$ cat config.mk
export PLATFORM = sky130hd
export DESIGN_NAME = ik_divider
export DESIGN_NICKNAME = d
export VERILOG_FILES = /design/src/hw/rtl/ik_pkg.sv /design/src/hw/rtl/ik_divider.sv
export SDC_FILE = /design/constraint.sdc
export NUM_CORES = 2
export LEC_CHECK = 0
export BUFFER_PORTS_ARGS = -buffer_cell sky130_fd_sc_hd__buf_2
export CAP_MARGIN = 15
export CELL_PAD_IN_SITES_DETAIL_PLACEMENT = 1
export CELL_PAD_IN_SITES_GLOBAL_PLACEMENT = 2
export CORE_ASPECT_RATIO = 0.5
export CORE_MARGIN = 2
export CORE_UTILIZATION = 37
export DETAILED_ROUTE_END_ITERATION = 10
export GPL_TIMING_DRIVEN = 0
export PLACE_DENSITY = 0.76
export SETUP_SLACK_MARGIN = 0.5
export SLEW_MARGIN = 20
export SYNTH_ARGS = -nofsm -noshare
export SYNTH_HDL_FRONTEND = slang
export SYNTH_SLANG_ARGS = --single-unit
$ cat constraint.sdc
create_clock -name clk_i -period 3.3 [get_ports clk_i]
set_clock_uncertainty 0.05 [all_clocks]
set_input_delay 0.33 -clock clk_i [delete_from_list [all_inputs] [get_ports clk_i]]
set_output_delay 0.33 -clock clk_i [all_outputs]
set_load 0.01 [all_outputs]
$ cat src/hw/rtl/ik_pkg.sv
package ik_pkg;

  // Fraction bits of the law of cosines term.
  localparam int D_FRAC = 30;

  // One divider step per quotient bit, with the integer bit included.
  localparam int DIV_STEPS = D_FRAC + 1;

  // Operand widths of the two square root units.
  localparam int SQS_W = 2 * D_FRAC + 2;
  localparam int SQR_W = 32;

  // Operand width at every CORDIC input.
  localparam int CORDIC_W = 48;

  // Register stages ahead of the rotations: fold, magnitude, coarse and fine shift.
  localparam int CORDIC_PRE = 4;

  // Operands are scaled up until the larger magnitude reaches this power of two.
  localparam int NORM_SHIFT = 40;

  // Cycles from acceptance to result, without the rotation stages.
  localparam int LAT_BASE = 4 + DIV_STEPS + 3 + SQS_W / 2 + 1 + CORDIC_PRE + 2;

  // Configuration register indexes.
  typedef enum logic {
    CFG_UPPER_ARM = 1'b0,
    CFG_FORE_ARM  = 1'b1
  } cfg_reg_e;

  // atan(2^-i) as a fraction of a turn, 2^32 per turn.
  function automatic logic [31:0] atan_turn(input logic [4:0] idx);
    logic [31:0] val;
    unique case (idx)
      5'd0:  val = 32'h20000000;
      5'd1:  val = 32'h12E4051E;
      5'd2:  val = 32'h09FB385B;
      5'd3:  val = 32'h051111D4;
      5'd4:  val = 32'h028B0D43;
      5'd5:  val = 32'h0145D7E1;
      5'd6:  val = 32'h00A2F61E;
      5'd7:  val = 32'h00517C55;
      5'd8:  val = 32'h0028BE53;
      5'd9:  val = 32'h00145F2F;
      5'd10: val = 32'h000A2F98;
      5'd11: val = 32'h000517CC;
      5'd12: val = 32'h00028BE6;
      5'd13: val = 32'h000145F3;
      5'd14: val = 32'h0000A2FA;
      5'd15: val = 32'h0000517D;
      5'd16: val = 32'h000028BE;
      5'd17: val = 32'h0000145F;
      5'd18: val = 32'h00000A30;
      5'd19: val = 32'h00000518;
      5'd20: val = 32'h0000028C;
      5'd21: val = 32'h00000146;
      5'd22: val = 32'h000000A3;
      5'd23: val = 32'h00000051;
      5'd24: val = 32'h00000029;
      5'd25: val = 32'h00000014;
      5'd26: val = 32'h0000000A;
      5'd27: val = 32'h00000005;
      5'd28: val = 32'h00000003;
      5'd29: val = 32'h00000001;
      5'd30: val = 32'h00000001;
      5'd31: val = 32'h00000000;
    endcase
    return val;
  endfunction

endpackage

$ cat src/hw/rtl/ik_divider.sv
module ik_divider import ik_pkg::*; (
  input  logic                 clk_i,
  input  logic                 rst_ni,
  input  logic                 valid_i,
  input  logic [30:0]          num_i,
  input  logic [30:0]          den_i,
  output logic                 valid_o,
  output logic [DIV_STEPS-1:0] quot_o
);

  logic [DIV_STEPS-1:0] vld_q;
  logic [31:0]          rem_q [DIV_STEPS];
  logic [30:0]          den_q [DIV_STEPS];
  logic [DIV_STEPS-1:0] quo_q [DIV_STEPS];

  // One restoring step per stage, most significant quotient bit first.
  for (genvar k = 0; k < DIV_STEPS; k++) begin : g_step
    logic                 vld_in;
    logic [31:0]          rem_in;
    logic [30:0]          den_in;
    logic [DIV_STEPS-1:0] quo_in;
    logic [31:0]          cand;
    logic                 take;

    if (k == 0) begin : g_first
      assign vld_in = valid_i;
      assign rem_in = {1'b0, num_i};
      assign den_in = den_i;
      assign quo_in = '0;
      assign cand   = rem_in;
    end else begin : g_next
      assign vld_in = vld_q[k-1];
      assign rem_in = rem_q[k-1];
      assign den_in = den_q[k-1];
      assign quo_in = quo_q[k-1];
      assign cand   = {rem_in[30:0], 1'b0};
    end

    assign take = (cand >= {1'b0, den_in});

    always_ff @(posedge clk_i or negedge rst_ni) begin
      if (!rst_ni) begin
        vld_q[k] <= 1'b0;
      end else begin
        vld_q[k] <= vld_in;
      end
    end

    always_ff @(posedge clk_i) begin
      rem_q[k] <= take ? (cand - {1'b0, den_in}) : cand;
      den_q[k] <= den_in;
      quo_q[k] <= {quo_in[DIV_STEPS-2:0], take};
    end
  end

  assign valid_o = vld_q[DIV_STEPS-1];
  assign quot_o  = quo_q[DIV_STEPS-1];

endmodule

After elaboration in Yosys (flattened, before gate mapping)

Memory sizes are Yosys's and may differ from the RTL's.
Index checks and enable logic that the tools add are counted.

Multiplexer cells: 31
Add/sub/neg operators: 31
Eq/ne operators: 0
Shifts and indexed selects: 0
Reduce and logical (&&, ||, !) cells: 0
Div/mod/pow operators: 0
Bitwise logic cells: 0
Order comparisons: 31
$mul: 0

Operator list:

| operator                                     | count |
|---|---|
| 2-to-1 mux 32 bit                            | 31 |
| greater-or-equal comparator 32 x 31 -> 1 bit | 30 |
| subtractor 32 x 31 -> 32 bit                 | 30 |
| subtractor 31 x 31 -> 32 bit                 | 1 |
| greater-or-equal comparator 31 bit           | 1 |

Bits in latches: 0
Memories kept: 3
Memory bits (writable): 2,914
ROM bits: 0
Input port bits: 65
Word-level logic and storage cells: 127
Bits in registers: 31

Memory list:

| name  | words | width | read ports | clocked after Yosys merged registers in | wr ports | line             | text |
|---|---|---|---|---|---|---|---|
| rem_q | 31    | 32    | 30         | 0                                       | 31       | ik_divider.sv:12 | `logic [31:0] rem_q [DIV_STEPS];` |
| den_q | 31    | 31    | 30         | 0                                       | 31       | ik_divider.sv:13 | `logic [30:0] den_q [DIV_STEPS];` |
| quo_q | 31    | 31    | 31         | 0                                       | 31       | ik_divider.sv:14 | `logic [DIV_STEPS-1:0] quo_q [DIV_STEPS];` |

Longest topological paths before layout

An unclocked memory read counts as a cell.

Depth after elaboration: 3
Gate-level depth with buffers: 16
Mapped depth without buffers: 14

Least setup slack after synthesis

OpenSTA, ideal clock, no wires.

Path type: register to register
Start: memory den_q[20][0] (netlist: den_q[1][124])
End: memory rem_q[21][25]
Data arrival time: 3.220 ns
Period minus slack after synthesis: 3.391 ns
Path buffers: 1
Library setup time: 0.121 ns
Setup slack: -0.091 ns
Stages on the path, launching flop included: 15
Cells stage by stage: dfxtp_1 -> inv_1 -> fa_1 -> a21oi_1 -> o21ai_0 -> a21oi_1 -> o211ai_1 -> a41oi_1 -> a21o_1 -> a21o_1 -> a21oi_1 -> a2111oi_0 -> o31a_1 -> buf_4 -> mux2_2

RTL lines:

| element     | line |
|---|---|
| from (decl) | ik_divider.sv:13 |
| to (decl)   | ik_divider.sv:12 |

==> flow_results.xml <==
<?xml version="1.0" encoding="UTF-8"?>
<metrics>
  <group name="status">
    <metric name="outcome" unit="">finished with violations</metric>
    <metric name="failed_checks" unit="">negative setup slack</metric>
  </group>
  <group name="timing">
    <metric name="report.final.setup_viol" unit="">330</metric>
    <metric name="hold_violations" unit="">0</metric>
    <metric name="setup_slack" unit="ns">-0.227</metric>
    <metric name="rsz0062_at_grt" unit="">true</metric>
    <metric name="report.final.slew_viol_count" unit="">0</metric>
    <metric name="timing.final.crit_share" unit="%">107</metric>
    <metric name="tightestPinTransition" unit="ns">1.04</metric>
    <metric name="min_period" unit="ns">3.53</metric>
    <metric name="max_clock_freq" unit="GHz">0.284</metric>
    <metric name="timing.setup.tns" unit="ns">-25.41</metric>
    <metric name="relSlewSlack" unit="%">29.0</metric>
  </group>
  <group name="clock_network">
    <metric name="clkTransAtPathRegs" unit="ns">0.06</metric>
    <metric name="cts.root.buffer_cell" unit="">sky130_fd_sc_hd__clkbuf_16</metric>
    <metric name="cts.htree.levels" unit="">4</metric>
    <metric name="insertion_delay" unit="ns">0.92</metric>
    <metric name="cts_tree" unit="">done</metric>
    <metric name="clock_tree.buffer_depth" unit="">4</metric>
    <metric name="num_cts_buffers" unit="">227</metric>
    <metric name="cts_sinks" unit="">2387</metric>
  </group>
  <group name="synth">
    <metric name="synth.top_cells.by_count" unit="">2,356 x sky130_fd_sc_hd__dfxtp_1, 1,159 x sky130_fd_sc_hd__inv_1, 960 x sky130_fd_sc_hd__ha_1, 934 x sky130_fd_sc_hd__a21oi_1, 789 x sky130_fd_sc_hd__o21ai_0</metric>
    <metric name="yosysSeqAreaShare" unit="%">44.7</metric>
    <metric name="netlist-cell-type-count" unit="">90</metric>
    <metric name="area_share_of_the_leading_cell_type_in_the_synthesized_netlist" unit="%">44.0</metric>
    <metric name="yosys_register_bits" unit="">2387</metric>
    <metric name="yosysWarnings" unit="">0</metric>
    <metric name="synth.avg_cell_area" unit="um^2">9.49</metric>
    <metric name="yosys-top-cells-area" unit="">sky130_fd_sc_hd__dfxtp_1 44%, sky130_fd_sc_hd__ha_1 11%, sky130_fd_sc_hd__a21oi_1 4.4%, sky130_fd_sc_hd__mux2_2 4.3%, sky130_fd_sc_hd__inv_1 4.1%</metric>
    <metric name="synthesis.instances" unit="">11300</metric>
    <metric name="total_nets_after_synthesis" unit="">12300</metric>
    <metric name="netlist.top_cell.by_area" unit="">sky130_fd_sc_hd__dfxtp_1</metric>
    <metric name="synth_edf_count" unit="">0</metric>
    <metric name="yosys.cell_count.top_type" unit="">sky130_fd_sc_hd__dfxtp_1</metric>
    <metric name="synth-async-reset-ratio" unit="%">1.30</metric>
    <metric name="synth.cell_area" unit="um^2">107000</metric>
    <metric name="yosys_most_used_dff" unit="">sky130_fd_sc_hd__dfxtp_1</metric>
  </group>
  <group name="setup_path">
    <metric name="worstPathRequired" unit="ns">4.02</metric>
    <metric name="critPathCaptureType" unit="">register</metric>
    <metric name="critPathKind" unit="">register to register</metric>
    <metric name="critPathLaunchType" unit="">register</metric>
    <metric name="largest_stage_delay_worst_path" unit="ns">0.37</metric>
    <metric name="cp_bufs_invs" unit="">3</metric>
    <metric name="crit_family" unit="">compound AO/OA/AOI/OAI gates</metric>
    <metric name="cell_with_the_biggest_individual_delay_on_the_critical_path" unit="">sky130_fd_sc_hd__fa_2</metric>
    <metric name="timing.critical_path.cells" unit="">inv_2 -&gt; fa_2 -&gt; a21o_1 -&gt; a21oi_4 -&gt; o21ai_4 -&gt; a31oi_4 -&gt; o21a_1 -&gt; a21oi_2 -&gt; a211o_1 -&gt; a211oi_2 -&gt; o31a_1 -&gt; buf_6 -&gt; clkinvlp_4 -&gt; mux2_2</metric>
    <metric name="crit_cells" unit="">14</metric>
    <metric name="r2r.worst_path.cells" unit="">14</metric>
    <metric name="cp.arrival" unit="ns">4.25</metric>
    <metric name="timing.critical_path.fanout_max" unit="">3</metric>
  </group>
  <group name="cells_and_area">
    <metric name="nets" unit="">13400</metric>
    <metric name="multi_input_area" unit="um^2">62200</metric>
    <metric name="post_route_cells_drive_above_1_share" unit="%">24.5</metric>
    <metric name="n_fill_cell" unit="">31400</metric>
    <metric name="area_delta_synth_final" unit="%">29.2</metric>
    <metric name="seqCellArea" unit="um^2">48100</metric>
  </group>
  <group name="pwr">
    <metric name="internal_power" unit="mW">104</metric>
    <metric name="sequentialPowerShare" unit="%">26.2</metric>
    <metric name="combinationalPowerShare" unit="%">58.0</metric>
    <metric name="pwr-share-clk" unit="%">15.8</metric>
    <metric name="total_power" unit="mW">171</metric>
    <metric name="cellLeakagePower" unit="nW">63.2</metric>
    <metric name="power_per_cell_area" unit="nW/um^2">1240</metric>
    <metric name="switching_share" unit="%">39.5</metric>
    <metric name="power.ir.vdd_worst" unit="V">0.000596</metric>
    <metric name="switching_power" unit="mW">67.5</metric>
  </group>
  <group name="floorplan">
    <metric name="coreArea" unit="um^2">288000</metric>
    <metric name="die_w" unit="um">765</metric>
    <metric name="die_height" unit="um">385</metric>
    <metric name="start_util" unit="%">37.3</metric>
    <metric name="rows" unit="">139</metric>
    <metric name="design.portCount" unit="">97</metric>
    <metric name="floorplan.die_area" unit="um^2">294000</metric>
  </group>
  <group name="routing">
    <metric name="route.final.wire_length" unit="um">305000</metric>
    <metric name="route.detailed.drc" unit="">0</metric>
    <metric name="first_iteration_detailed_routing_drc_count" unit="">2717</metric>
    <metric name="ant_nets" unit="">0</metric>
    <metric name="drt-vias-per-instance" unit="">5.02</metric>
    <metric name="total_number_of_vias" unit="">82100</metric>
    <metric name="routed_wire_length_per_instance" unit="um">18.6</metric>
    <metric name="drt_first_pass_iters" unit="">6</metric>
  </group>
  <group name="global_route">
    <metric name="grt_antenna_before_repair" unit="">2</metric>
    <metric name="grt_first_pass_wirelength" unit="um">463000</metric>
    <metric name="grt_overflow" unit="">0</metric>
    <metric name="number_of_global_route_vias_before_repair" unit="">87000</metric>
    <metric name="grt_max_degree" unit="">32</metric>
    <metric name="global_route.usage.total" unit="%">19.5</metric>
  </group>
  <group name="flow_run">
    <metric name="timing.max_cap.violations" unit="">0</metric>
  </group>
  <group name="placement">
    <metric name="place_congestion" unit="">0.868</metric>
    <metric name="post-place-ws" unit="ns">-1.70</metric>
    <metric name="detailed_place_hpwl" unit="um">217000</metric>
    <metric name="placement.io_buffers" unit="">96</metric>
  </group>
  <group name="hold_path">
    <metric name="whs_path_depth" unit="">5</metric>
    <metric name="hold_path_class" unit="">input pin to register</metric>
  </group>
</metrics>
==> cells by family after synthesis <==
group           synth area share [%]
mux                             4.38
simple gates                    9.84
flops                           44.7
buf+inv                         4.96
compound gates                  17.7
fa+ha+maj                       11.8
xor+xnor                        6.64
==> worst min-delay path, cell delays in order <==
cell and delay [ns]:
sky130_fd_sc_hd__buf_2 0.09, sky130_fd_sc_hd__ha_1 0.19, sky130_fd_sc_hd__nor2_1 0.06, sky130_fd_sc_hd__nor2_1 0.07
sky130_fd_sc_hd__mux2_2 0.15
==> stage by stage <==
step	util [%]	area, um^2	instances	hold slack (ns)
4_1_cts	45.7	132000	16100	-0.558
3_5_place_dp	39.5	114000	15300	0.263
6_report	48.2	139000	16400	0.00152
3_3_place_gp	39.5	114000	15300	0.260
2_1_floorplan	-	108000	11300	-0.0156
5_1_grt	48.2	139000	16400	-0.0115
==> flip-flops by register name, indices dropped and copies added (netlist names) <==
| name | flops |
|---|---|
| den_q | 930 |
| g_step.vld_in | 30 |
| quo_q | 496 |
| rem_q | 930 |
| valid_o | 1 |
==> power groups by stage <==
| stage | combinational [mW] | clock [mW] | sequential [mW] |
|---|---|---|---|
| final | 99.3 | 27.0 | 44.9 |
| after global routing | 108 | 29.0 | 46.0 |
| after CTS | 88.0 | 27.8 | 44.5 |
| after detailed placement | 71.3 | 0 | 44.6 |
| after global placement | 70.3 | 0 | 44.5 |
| after floorplan | 54.4 | 0 | 42.6 |
==> metal layers <==
layer | wire length [um] | track usage (%) | part of all wire, %
met1 | 115000 | 19.8 | 38
met2 | 166000 | 39.5 | 55
met3 | 6910 | 2.37 | 2.3
met4 | 15900 | 8.29 | 5.2
met5 | 13 | 0 | 0.0043
==> final cells by class <==
| cell class | count | area share (%) |
|---|---|---|
| multi-input combinational | 7514 | 44.9 |
| sequential | 2387 | 34.7 |
| timing repair buffer | 789 | 6.06 |
| clock buffer | 307 | 4.64 |
| tap | 3877 | 3.50 |
| inverter | 1160 | 3.16 |
| buffer | 233 | 2.16 |
| clock inverter | 85 | 0.824 |
| antenna | 3 | 0.00542 |
==> placed cells by master, fill, tap and decap left out, drive strengths merged, types with 135 or more instances in the layout <==
cell / n
a21o: 507
nand3: 166
o21ai: 816
dfxtp: 2356
a21oi: 936
nor2: 513
mux2: 408
ha: 960
xnor2: 485
nand4: 135
inv: 1162
clkbuf: 502
nor2b: 136
nand2: 785
xor2: 328
buf: 748
==> timing repair <==
action                                  4_1_cts  5_1_grt
endpoints found under the hold margin        94       20
pin swaps                                   427      374
gates resized for setup                    1530     1238
hold buffers                                 61       20
buffers inserted                            334      186
gates cloned                                 49       43
endpoints found under the setup margin      961      959
==> worst paths after layout <==
kind / from / end / slack [ns]
max in group asynchronous: rst_ni / g_step[4].vld_in / 2.61
max reg2reg: den_q[1][186] / rem_q[23][29] / -0.23
min in group asynchronous: rst_ni / g_step[29].vld_in / 0.42
min: num_i[13] / rem_q[0][13] / 0.002
min reg2reg: quo_q[0][345] / quo_q[0][377] / 0.21
max: den_q[1][186] / rem_q[23][29] / -0.23
Note: power is estimated with default switching activity, not from simulation.
