File: src/hw/rtl/ik_isqrt.sv
module ik_isqrt #(
  parameter int W = 32
) (
  input  logic           clk_i,
  input  logic           rst_ni,
  input  logic           valid_i,
  input  logic [W-1:0]   rad_i,
  output logic           valid_o,
  output logic [W/2-1:0] root_o
);

  localparam int N = W / 2;

  logic [N-1:0] vld_q;
  logic [W-1:0] rem_q [N];
  logic [W-1:0] res_q [N];

  // One result bit per stage, trial bit moving down two places each step.
  for (genvar j = 0; j < N; j++) begin : g_step
    localparam logic [W-1:0] BIT = {{(W-1){1'b0}}, 1'b1} << (2 * (N - 1 - j));

    logic         vld_in;
    logic [W-1:0] rem_in;
    logic [W-1:0] res_in;
    logic [W:0]   trial;
    logic         take;

    if (j == 0) begin : g_first
      assign vld_in = valid_i;
      assign rem_in = rad_i;
      assign res_in = '0;
    end else begin : g_next
      assign vld_in = vld_q[j-1];
      assign rem_in = rem_q[j-1];
      assign res_in = res_q[j-1];
    end

    assign trial = {1'b0, res_in} + {1'b0, BIT};
    assign take  = ({1'b0, rem_in} >= trial);

    always_ff @(posedge clk_i or negedge rst_ni) begin
      if (!rst_ni) begin
        vld_q[j] <= 1'b0;
      end else begin
        vld_q[j] <= vld_in;
      end
    end

    always_ff @(posedge clk_i) begin
      rem_q[j] <= take ? (rem_in - trial[W-1:0]) : rem_in;
      res_q[j] <= take ? ((res_in >> 1) + BIT) : (res_in >> 1);
    end
  end

  assign valid_o = vld_q[N-1];
  assign root_o  = res_q[N-1][N-1:0];

endmodule

File: config.mk
export PLATFORM = sky130hd
export DESIGN_NAME = ik_isqrt
export DESIGN_NICKNAME = d
export VERILOG_FILES = /design/src/hw/rtl/ik_isqrt.sv
export SDC_FILE = /design/constraint.sdc
export NUM_CORES = 1
export LEC_CHECK = 0
export ABC_AREA = 1
export BUFFER_PORTS_ARGS = -buffer_cell sky130_fd_sc_hd__buf_2
export CAP_MARGIN = 15
export CORE_AREA = 3 3 230 232
export DETAILED_ROUTE_END_ITERATION = 6
export DIE_AREA = 0 0 233 235
export GPL_TIMING_DRIVEN = 0
export HOLD_SLACK_MARGIN = 0.15
export PLACE_DENSITY_LB_ADDON = 0.12
export SYNTH_ARGS = -nofsm -noshare
export SYNTH_HDL_FRONTEND = slang
export SYNTH_SLANG_ARGS = --single-unit
File: constraint.sdc
create_clock -name clk_i -period 2.5 [get_ports clk_i]
set_input_delay 0.25 -clock clk_i [delete_from_list [all_inputs] [get_ports clk_i]]
set_output_delay 0.25 -clock clk_i [all_outputs]
set_load 0.01 [all_outputs]
# After elaboration in Yosys (flattened, before gate mapping)
# Memory sizes are Yosys's and may differ from the RTL's.
# Cells that the tools add are included.
# W data, S select, Z words.
# classes
n_addsub,46
n_mul,0
n_div,0
magnitude_cmp,16
n_eq_ne,0
shifts,0
muxes,32
n_bitwise,0
n_reduce_logical,0
# ops
op,count
$mux W32,31
$ge A32 B33 Y1,15
$sub A32 B32 Y32,15
$add A32 B1 Y33 const B,1
$add A32 B11 Y33 const B,1
$add A32 B13 Y33 const B,1
$add A32 B15 Y33 const B,1
$add A32 B17 Y33 const B,1
$add A32 B19 Y33 const B,1
$add A32 B21 Y33 const B,1
$add A32 B23 Y33 const B,1
$add A32 B25 Y33 const B,1
$add A32 B27 Y33 const B,1
$add A32 B29 Y33 const B,1
$add A32 B3 Y33 const B,1
$add A32 B5 Y33 const B,1
$add A32 B7 Y33 const B,1
$add A32 B9 Y33 const B,1
$add A31 B1 Y32 const B,1
$add A31 B11 Y32 const B,1
$add A31 B13 Y32 const B,1
$add A31 B15 Y32 const B,1
$add A31 B17 Y32 const B,1
$add A31 B19 Y32 const B,1
other kinds (12),12
# totals
regBits,16
latchBits,0
ram_bits,1024
rom_bits,0
in_bits,35
output_inout_bits,17
wordCells,112
memories,2
# memory_table
memory,depth,word_bits,read_ports,rd_ports_with_merged_regs,wr,line_no,rtl
rem_q,16,32,15,0,16,15,logic [W-1:0] rem_q [N];
res_q,16,32,16,0,16,16,logic [W-1:0] res_q [N];

# Depth between registers and ports, before layout
# Gate-level depths: netlist of run 1.
# An unclocked memory read counts as a cell.
# logic_depth
word_depth,4
ltp_mapped,16

# Worst setup path before layout of run 1
# No wires, ideal clock.
# synth_timing
path_kind,register to register
from,memory res_q[12][18]
to,"memory rem_q[13][12], in the netlist rem_q[1][172]"
setup_ns,0.118
arrival_ns,1.697
required_ns,2.382
slack_ns,0.685
path_stages_with_launch,10
n_path_buf,1
synth_period_minus_slack_ns,1.815
path_cell_list,dfxtp_1 > inv_1 > ha_1 > a21oi_2 > nand2_2 > nor3_2 > nand2_2 > a21oi_4 > buf_12 > o21ai_2
# synth_rtl
element,line_no
start: declaration,16
end: declaration,15

==> results of run 1 <==
-- routing by layer --
metal	vias to the layer above	routed length, um
met5	-	0
met4	0	1780
met3	107	4280
met2	652	32100
met1	10600	33200
li1	12100	-
-- repair_timing --
| item | CTS | global route |
|---|---|---|
| endpoints found under the setup margin | 0 | 14 |
| hold buffers | 36 | 0 |
| resized for setup | 0 | 6 |
| endpoints found under the hold margin | 50 | 0 |
| buffers inserted | 0 | 0 |
-- stage by stage --
| stage | utilization | power (mW) | hold WS, ns |
|---|---|---|---|
| 2_1_floorplan | - | 25.3 | -0.0456 |
| 3_3_place_gp | 0.568 | 29.3 | 0.170 |
| 3_5_place_dp | 0.568 | 29.4 | 0.173 |
| 4_1_cts | 0.622 | 40.1 | 0.237 |
| 5_1_grt | 0.623 | 43.0 | 0.268 |
| 6_report | 0.623 | 40.0 | 0.288 |
-- state kept, by name (all words and copies together) (netlist names) --
name	count
rem_q	480
res_q	136
valid_o	1
g_step.vld_in	15
-- worst max-delay path: cells and delay by family, from the launching register on --
family                   cells  cell delay [ns]
adder cells (fa/ha/maj)      1             0.25
AND/OR/NAND/NOR              6             1.01
flip-flops                   1             0.33
buffers and inverters        4             0.52
AO/OA/AOI/OAI                1             0.20
-- how the worst min path moves through the flow --
stage | cells after the start | slack [ns] | to
floorplan | 0 | -0.05 | g_step[10].vld_in
global placement | 1 | 0.17 | g_step[9].vld_in
detailed placement | 1 | 0.17 | g_step[8].vld_in
CTS | 2 | 0.24 | rem_q[0][10]
global route | 2 | 0.27 | rem_q[0][24]
finish | 2 | 0.29 | rem_q[0][0]
-- logic make-up (layout without fill, tap and decap cells) --
family                   Yosys count  count (layout)  synth area share
AO/OA/AOI/OAI                    274             274            0.0555
XOR/XNOR                         110             110            0.0344
buffers and inverters            600             809            0.0861
AND/OR/NAND/NOR                 2003            2003             0.302
adder cells (fa/ha/maj)          150             150            0.0671
other                              0               1                 0
flip-flops                       632             632             0.455
-- final cells by class --
type	instances	area [um2]	share of cell area
well taps	680	851	0.0267
diodes	1	2.50	0.0000785
clock buffers	83	1860	0.0583
clock inverters	39	569	0.0179
inverters	574	2160	0.0677
plain buffers	26	254	0.00797
multi-input cells	2537	12800	0.403
flip-flops and latches	632	12700	0.399
repair buffers	87	616	0.0193
-- power by group through the flow --
stage	logic (mW)	registers, mW	clock network, mW
after floorplan	11.3	14.0	0
after global placement	14.4	14.9	0
after detailed placement	14.5	14.9	0
after CTS	14.6	14.7	10.7
after global routing	16.9	14.9	11.2
final	14.7	14.7	10.5
-- cell usage after synthesis (2+ instances only) --
master and instances:
buf_4 5, o21ai_2 10, buf_2 3, inv_1 562, nand4_1 54, o21ai_0 62
nand2_1 1147, ha_1 150, nor2_4 4, a21o_1 8, xor2_1 77, o21a_1 3
nand3_1 249, nor2_2 20, xnor2_1 33, or2_2 10, o21ai_1 27, and3_1 4
nor4_1 26, dfxtp_1 616, nand2_2 20, and2_1 3, nor3_1 52, nand3_2 2
inv_2 12, dfrtp_1 16, o21bai_1 6, a21oi_1 135, nor3b_1 4, nor2_1 376
and2_0 2, nand3b_1 24, buf_6 14, a21oi_2 17
==> reports/metrics.csv, run 1 <==
metric;value;unit
Top Ports;52;
Max Root-Sink Buffers;3;
DRT antenna net count;0;
GR Util met3;0.0416;
met1 global-route usage;0.361;
final WL;71.3;mm
Tmin final;2.42;ns
Critical Path Max Stage Delay;0.50;ns
RSZ-0062 raised after global routing;false;
PwrDens;1250;mW/mm2
Synth Warn #;0;
RR Endpoint;rem_q[1][124];
CORE AREA;0.0512;mm2
Initial Util;0.546;
Yosys top cell by area;dfxtp_1;
Post-Syn Nets;3954;
grt total ovfl;0;
post-synthesis sequential area ratio;0.455;
most common cell after layout, fill and taps aside;nand2_1;
wire per inst;15.3;um
Synth top area share;0.441;
drt drc;0;
Static Leak;16.4;nW
fin cells;4659;
Tcrit/Tclk final;0.967;
Least-Margin Pin Slew;0.672;ns
Area after DPL;0.0291;mm2
worst-path cell chain;inv_1 -> ha_1 -> buf_2 -> nand2_1 -> nor3_1 -> nand3_1 -> nor2_1 -> nor2_1 -> nand2_2 -> inv_2 -> buf_6 -> a21oi_1;
FF-to-FF Start;res_q[10][10];
Crit Path Max Fanout;10;
dpl ws;0.129;ns
Synth area leaders;dfxtp_1, nand2_1, inv_1;
Worst path slowest cell;nor3_1;
origin of the worst setup path;res_q[10][10];
startpoint types;flip-flop;
cell count after synthesis;3769;
Worst Reg2Reg Path Length in Cells;12;
slew margin rel.;0.550;
Starting DRT DRC Count;1997;
via density per instance;5.04;
fillers;4705;
post-synthesis cell type count;50;
Clock Skew;0.0304;ns
worst path required time;3.00;ns
Final WS setup;0.0822;ns
largest net degree at the start of global routing;17;
Fmax;414;MHz
Flop pwr share;0.368;
busiest grt layer;met2;
Reg2Reg Setup Slack;0.08;ns
area delta synth->final;14.0;%
PortBufs;51;
Cell Area, Synth;0.0280;mm2
Peak VDD IR;785;uV
clock sink total;632;
# Max-Cap Violations;0;
Yosys reg bits;632;
final hold violations;0;
Finished Cell Area;0.0319;mm2
Row Count;83;
nets;4111;
initial antenna violation count;1;
hold path startpoint;rad_i[0];
Worst-path clk slew;0.06;ns
half-perimeter wire length after placement;56.5;mm
die area;0.0548;mm2
most used flip-flop cell after synthesis;dfxtp_1;
Die Ht;235;um
Critical Path Most Common Cell;nor2_1;
HP Class;in2reg;
gr usage total;0.259;
DR vias;23500;
clock latency on the worst-skew pair;0.61;ns
H-tree Lvls;3;
Avg Inst Size Synth;7.42;um2
CP Capture Type;flip-flop;
drt first pass iters;6;
TritonCTS clock tree;built;
Comb pwr share;0.369;
Async SR Flop Fraction;0.0253;
Final GP Congestion;0.945;
Sw Pwr;15.9;mW
Post-synth EDFFs;0;
CTS root buffer;clkbuf_16;
switching portion of total power;0.397;
vias in the first global route;21900;
outcome;finished clean;
layout cells sized above 1;0.0749;
met2 GRT Util;0.416;
final number of setup-violating endpoints;0;
most frequent cells in the layout;nand2_1, dfxtp_1, inv_1;
placed instance count;4500;
Critical Path AT;2.92;ns
WS Path Type;reg2reg;
crit path capture;rem_q[1][124];
CTS Buf Count;68;
Max Slew Vio Count;0;
setup TNS;0;ns
Pint;24.1;mW
Die W;233;um
first-pass GRT wire length;113;mm
Clk network pwr share;0.264;
(Power assumes the default switching activity.)
==> run 2: changes to the inputs <==
--- a/config.mk
+++ b/config.mk
@@ -8,9 +8,9 @@
 export ABC_AREA = 1
 export BUFFER_PORTS_ARGS = -buffer_cell sky130_fd_sc_hd__buf_2
 export CAP_MARGIN = 15
-export CORE_AREA = 3 3 230 232
+export CORE_AREA = 3 3 215 217
 export DETAILED_ROUTE_END_ITERATION = 6
-export DIE_AREA = 0 0 233 235
+export DIE_AREA = 0 0 218 220
 export GPL_TIMING_DRIVEN = 0
 export HOLD_SLACK_MARGIN = 0.15
 export PLACE_DENSITY_LB_ADDON = 0.12
==> run 2 against run 1 <==
Compared with the run above:
- the run now ends with DRC left
- non-clock buffer count is the same
- first-iteration DRC count shrank 0.20%
- critical path depth grew 1
- fmax grew 2.7%
- utilization grew 8.4 points
- hold slack lost 0.025 ns
- power shrank 3.9%
- sequential power is essentially flat
- sequential share of layout area grew 0.70 points
- largest power group is now combinational logic
- highest routed layer is now met5
==> reports/metrics.csv, run 2 (same netlist as run 1, synthesis figures left out) <==
metric;value;unit;change
slew margin rel.;0.550;;about the same
first-pass GRT wire length;111;mm;was 113 mm
CTS root buffer;clkbuf_16;;unchanged
fin cells;4554;;was 4,659
Clock Skew;0.0494;ns;was 0.0304 ns
worst path required time;3.01;ns;was 3.00 ns
final hold violations;0;;unchanged
layout cells sized above 1;0.0704;;was 0.0749
Largest Register;rem_q;;unchanged
nets;4101;;was 4,111
ant diodes;0;;was 1
via density per instance;5.19;;was 5.04
Tcrit/Tclk final;0.941;;was 0.967
Starting DRT DRC Count;1993;;was 1,997
placed instance count;4412;;was 4,500
Die W;218;um;was 233 um
Least-Margin Pin Slew;0.672;ns;about the same
WHS;0.262;ns;was 0.288 ns
register area;0.0127;mm2;unchanged
Max Slew Vio Count;0;;unchanged
CP Capture Type;flip-flop;;unchanged
most common cell after layout, fill and taps aside;nand2_1;;unchanged
Max Root-Sink Buffers;3;;unchanged
failing checks;DRC;;
CTS Buf Count;58;;was 68
die area;0.0480;mm2;was 0.0548 mm2
Row Count;77;;was 83
outcome;finished, violations left;;was finished clean
clock latency on the worst-skew pair;0.63;ns;was 0.61 ns
max reg flops;480;;unchanged
fillers;3687;;was 4,705
wire per inst;15.2;um;was 15.3 um
vias in the first global route;22300;;was 21,900
Crit Path Max Fanout;10;;unchanged
grt total ovfl;0;;unchanged
most frequent cells in the layout;nand2_1, dfxtp_1, inv_1;;unchanged
PortBufs;51;;unchanged
Finished Cell Area;0.0313;mm2;was 0.0319 mm2
Die Ht;220;um;was 235 um
Tmin final;2.35;ns;was 2.42 ns
Design Power;38.4;mW;was 40.0 mW
largest net degree at the start of global routing;18;;was 17
DR vias;23700;;was 23,500
CORE AREA;0.0443;mm2;was 0.0512 mm2
Sw Pwr;15.4;mW;was 15.9 mW
TritonCTS clock tree;built;;unchanged
Critical Path AT;2.86;ns;was 2.92 ns
drt drc;1;;was 0
H-tree Lvls;2;;was 3
half-perimeter wire length after placement;54.3;mm;was 56.5 mm
drt first pass iters;7;;was 6
gr usage total;0.290;;was 0.259
Comb pwr share;0.385;;was 0.369
final number of setup-violating endpoints;0;;unchanged
Core Util, Final;0.707;;was 0.623
Final WS setup;0.146;ns;was 0.0822 ns
# Max-Cap Violations;0;;unchanged
area of the multi-input gates;0.0129;mm2;was 0.0128 mm2
DRT antenna net count;0;;unchanged
setup TNS;0;ns;unchanged
Worst-path clk slew;0.06;ns;about the same
final WL;69.1;mm;was 71.3 mm
clock sink total;632;;unchanged
switching portion of total power;0.401;;was 0.397
Initial Util;0.631;;was 0.546
Pint;23.0;mW;was 24.1 mW
Final GP Congestion;1.02;;was 0.945
Post-CTS Setup Bufs;0;;unchanged
HP Class;in2reg;;unchanged
Top Ports;52;;unchanged
PwrDens;1230;mW/mm2;was 1250 mW/mm2
area delta synth->final;12.0;%;was 14.0%
RSZ-0062 raised after global routing;false;;unchanged
Clk network pwr share;0.232;;was 0.264
Static Leak;16.2;nW;was 16.4 nW
WS Path Type;reg2reg;;unchanged
initial antenna violation count;2;;was 1
Flop pwr share;0.383;;was 0.368
dpl ws;0.124;ns;was 0.129 ns
Area after DPL;0.0290;mm2;was 0.0291 mm2
startpoint types;flip-flop;;unchanged
Fmax;425;MHz;was 414 MHz
Peak VDD IR;953;uV;was 785 uV
==> run 2: power groups by stage <==
stage	Combinational, mW	Clock, mW	Sequential (mW)
final	14.8	8.92	14.7
after global placement	14.2	0	14.9
after global routing	16.9	9.52	14.9
after detailed placement	14.4	0	14.9
after floorplan	11.3	0	14.0
after CTS	14.6	9.08	14.7
==> run 2: final cells by class <==
class / instances / area share
multi-input combinational: 2537 / 0.410
sequential: 632 / 0.406
inverter: 574 / 0.0688
clock buffer: 81 / 0.0535
tap: 592 / 0.0236
timing repair buffer: 87 / 0.0196
clock inverter: 25 / 0.00994
buffer: 26 / 0.00811
==> run 2: timing repair <==
| item | 4_1_cts | 5_1_grt |
|---|---|---|
| setup endpoints to repair | 0 | 28 |
| hold endpoints to repair | 50 | 0 |
| resized for setup | 0 | 6 |
| hold buffers | 36 | 0 |
==> run 2: worst max-delay path, cell delays in order, from the launching register on <==
cell	delay [ns]
dfxtp_1	0.37
inv_1	0.07
ha_1	0.35
nand2_1	0.13
nor2_1	0.28
nand2_1	0.12
inv_1	0.06
nand2_1	0.05
nand2_1	0.10
nand2_1	0.13
nand2_2	0.14
inv_2	0.12
buf_6	0.18
a21oi_2	0.15
==> run 2: final timing paths <==
kind	start	end	slack (ns)	depth (start not counted)
worst max-delay path	res_q[13][10]	rem_q[1][220]	0.15	13
max in group asynchronous	rst_ni	g_step[15].vld_in	1.32	3
worst max register to register	res_q[13][10]	rem_q[1][220]	0.15	13
worst min register to register	rem_q[1][129]	rem_q[1][161]	0.31	0
worst min-delay path	rad_i[24]	rem_q[0][24]	0.26	2
min in group asynchronous	rst_ni	g_step[1].vld_in	0.74	3
==> run 2: per-layer routing <==
| metal | wire length, um | GRT usage | share of wire | vias up |
|---|---|---|---|---|
| met5 | 24 | 0 | 0.00035 | - |
| met4 | 2880 | 0.120 | 0.042 | 4 |
| met3 | 4580 | 0.0426 | 0.066 | 156 |
| met2 | 31700 | 0.490 | 0.46 | 752 |
| met1 | 29900 | 0.373 | 0.43 | 10600 |
| li1 | - | - | - | 12100 |
==> run 3: changes to the inputs <==
==> constraint.sdc (replaced) <==
create_clock -name clk_i -period 2.5 [get_ports clk_i]
set_input_delay 0.125 -clock clk_i [delete_from_list [all_inputs] [get_ports clk_i]]
set_output_delay 0.125 -clock clk_i [all_outputs]
set_load 0.01 [all_outputs]
==> run 3 against run 2 <==
Compared with the run above:
- the run now ends clean
- clock power up 0.6%
- clock skew down 0.0025 ns
- wire length up 3.6%
- first-iteration DRC count up 4.3%
- flip-flop and latch count unchanged
- hold slack better by 0.050 ns
- global-route usage up 0.96 points
- critical path depth down 4
- power up 0.43%
- sequential power about the same
- non-clock buffer count up 32
- count of clock-buffer cells in the layout unchanged
- critical path type unchanged
==> reports/metrics.csv, run 3 (same netlist as run 1, synthesis figures left out) <==
metric;value;unit;change
setup TNS;0;ns;unchanged
largest net degree at the start of global routing;18;;unchanged
CORE AREA;0.0443;mm2;unchanged
startpoint types;flip-flop;;unchanged
first-pass GRT wire length;114;mm;was 111 mm
wire per inst;15.6;um;was 15.2 um
vias in the first global route;22900;;was 22,300
Worst-path clk slew;0.06;ns;about the same
final WL;71.6;mm;was 69.1 mm
clock latency on the worst-skew pair;0.63;ns;about the same
Starting DRT DRC Count;2078;;was 1,993
gr usage total;0.300;;was 0.290
clock sink total;632;;unchanged
DRT antenna net count;0;;unchanged
via density per instance;5.23;;was 5.19
final hold violations;0;;unchanged
slew margin rel.;0.550;;unchanged
Tcrit/Tclk final;0.948;;was 0.941
CTS Buf Count;58;;unchanged
Final WS setup;0.129;ns;was 0.146 ns
Final GP Congestion;1.02;;unchanged
drt drc;0;;was 1
RSZ-0062 raised after global routing;false;;unchanged
outcome;finished clean;;was finished, violations left
Design Power;38.6;mW;was 38.4 mW
Max Root-Sink Buffers;3;;unchanged
final number of setup-violating endpoints;0;;unchanged
HP Class;reg2reg;;was in2reg
Critical Path AT;2.88;ns;was 2.86 ns
Initial Util;0.631;;unchanged
Die W;218;um;unchanged
TritonCTS clock tree;built;;unchanged
worst path required time;3.01;ns;about the same
PwrDens;1220;mW/mm2;was 1230 mW/mm2
Crit Path Max Fanout;10;;unchanged
Fmax;422;MHz;was 425 MHz
most common cell after layout, fill and taps aside;nand2_1;;unchanged
PortBufs;51;;unchanged
Top Ports;52;;unchanged
Peak VDD IR;955;uV;was 953 uV
die area;0.0480;mm2;unchanged
CP Capture Type;flip-flop;;unchanged
Row Count;77;;unchanged
Max Slew Vio Count;0;;unchanged
Clock Skew;0.0470;ns;was 0.0494 ns
Post-CTS Setup Bufs;0;;unchanged
fillers;3620;;was 3,687
Least-Margin Pin Slew;0.672;ns;unchanged
Tmin final;2.37;ns;was 2.35 ns
DR vias;24000;;was 23,700
half-perimeter wire length after placement;54.3;mm;unchanged
layout cells sized above 1;0.0701;;was 0.0704
max reg flops;480;;unchanged
drt first pass iters;6;;was 7
WS Path Type;reg2reg;;unchanged
Reg2Reg Setup Slack;0.13;ns;was 0.15 ns
# Max-Cap Violations;0;;unchanged
dpl ws;0.124;ns;unchanged
H-tree Lvls;2;;unchanged
area delta synth->final;13.2;%;was 12.0%
nets;4133;;was 4,101
most frequent cells in the layout;nand2_1, dfxtp_1, inv_1;;unchanged
Largest Register;rem_q;;unchanged
Die Ht;220;um;unchanged
Static Leak;16.4;nW;was 16.2 nW
grt total ovfl;0;;unchanged
CTS root buffer;clkbuf_16;;unchanged
initial antenna violation count;3;;was 2
run 3: cell count changes in the layout (fill, tap and decap cells not counted):
cell,delta
diode_2,+1
nor3b_2,+1
dlygate4sd3_1,+32
nor3b_1,-1
run 3: worst paths after layout:
check,start,endpoint,cells past startpoint
setup / recovery,res_q[6][24],rem_q[0][247],9
hold / removal,rem_q[1][129],rem_q[1][161],0
setup reg to reg,res_q[6][24],rem_q[0][247],9
hold reg to reg,rem_q[1][129],rem_q[1][161],0
max in group asynchronous,rst_ni,g_step[8].vld_in,3
min in group asynchronous,rst_ni,g_step[1].vld_in,3
run 3: through the flow:
step            util  cell area, um2  hold slack, ns  instances
2_1_floorplan      -           28000          -0.171       3769
6_report       0.715           31700           0.313       4587
5_1_grt        0.714           31700           0.318       4586
3_5_place_dp   0.654           29000          0.0467       4412
3_3_place_gp   0.654           29000          0.0460       4412
4_1_cts        0.714           31600           0.266       4586
run 3: repair_timing:
action                                  CTS  global route
hold buffers                             68             0
resized for setup                         0             7
endpoints found under the setup margin    0            34
hold endpoints to repair                 50             0
run 3: routing by layer:
metal,part of all wire,GRT usage,vias to the layer above
li1,-,-,12200
met5,0.00054,0,-
met1,0.42,0.375,10800
met3,0.066,0.0485,191
met2,0.47,0.512,824
met4,0.044,0.132,6
run 3: worst max-delay path, cell delays in order, from the launching register on:
cell and delay [ns]:
dfxtp_1 0.40, inv_1 0.08, ha_1 0.41, nand2_1 0.08, nor2_1 0.21, nand4_1 0.24
o21ai_2 0.29, nor2_4 0.11, buf_6 0.15, o21ai_0 0.28
run 3: area by class of cell:
type	count	area (um2)	area share
Clock buffer	81	1680	0.0530
Timing Repair Buffer	119	936	0.0296
Sequential cell	632	12700	0.402
Inverter	574	2150	0.0680
Buffer	26	254	0.00802
Tap cell	592	741	0.0234
Antenna cell	1	2.50	0.0000790
Multi-Input combinational cell	2537	12900	0.406
Clock inverter	25	312	0.00984
run 3: where the power goes:
group / internal (mW) / switching, mW
sequential: 12.7 / 2.05
clock: 5.14 / 3.83
combinational: 5.23 / 9.66
total: 23.1 / 15.5
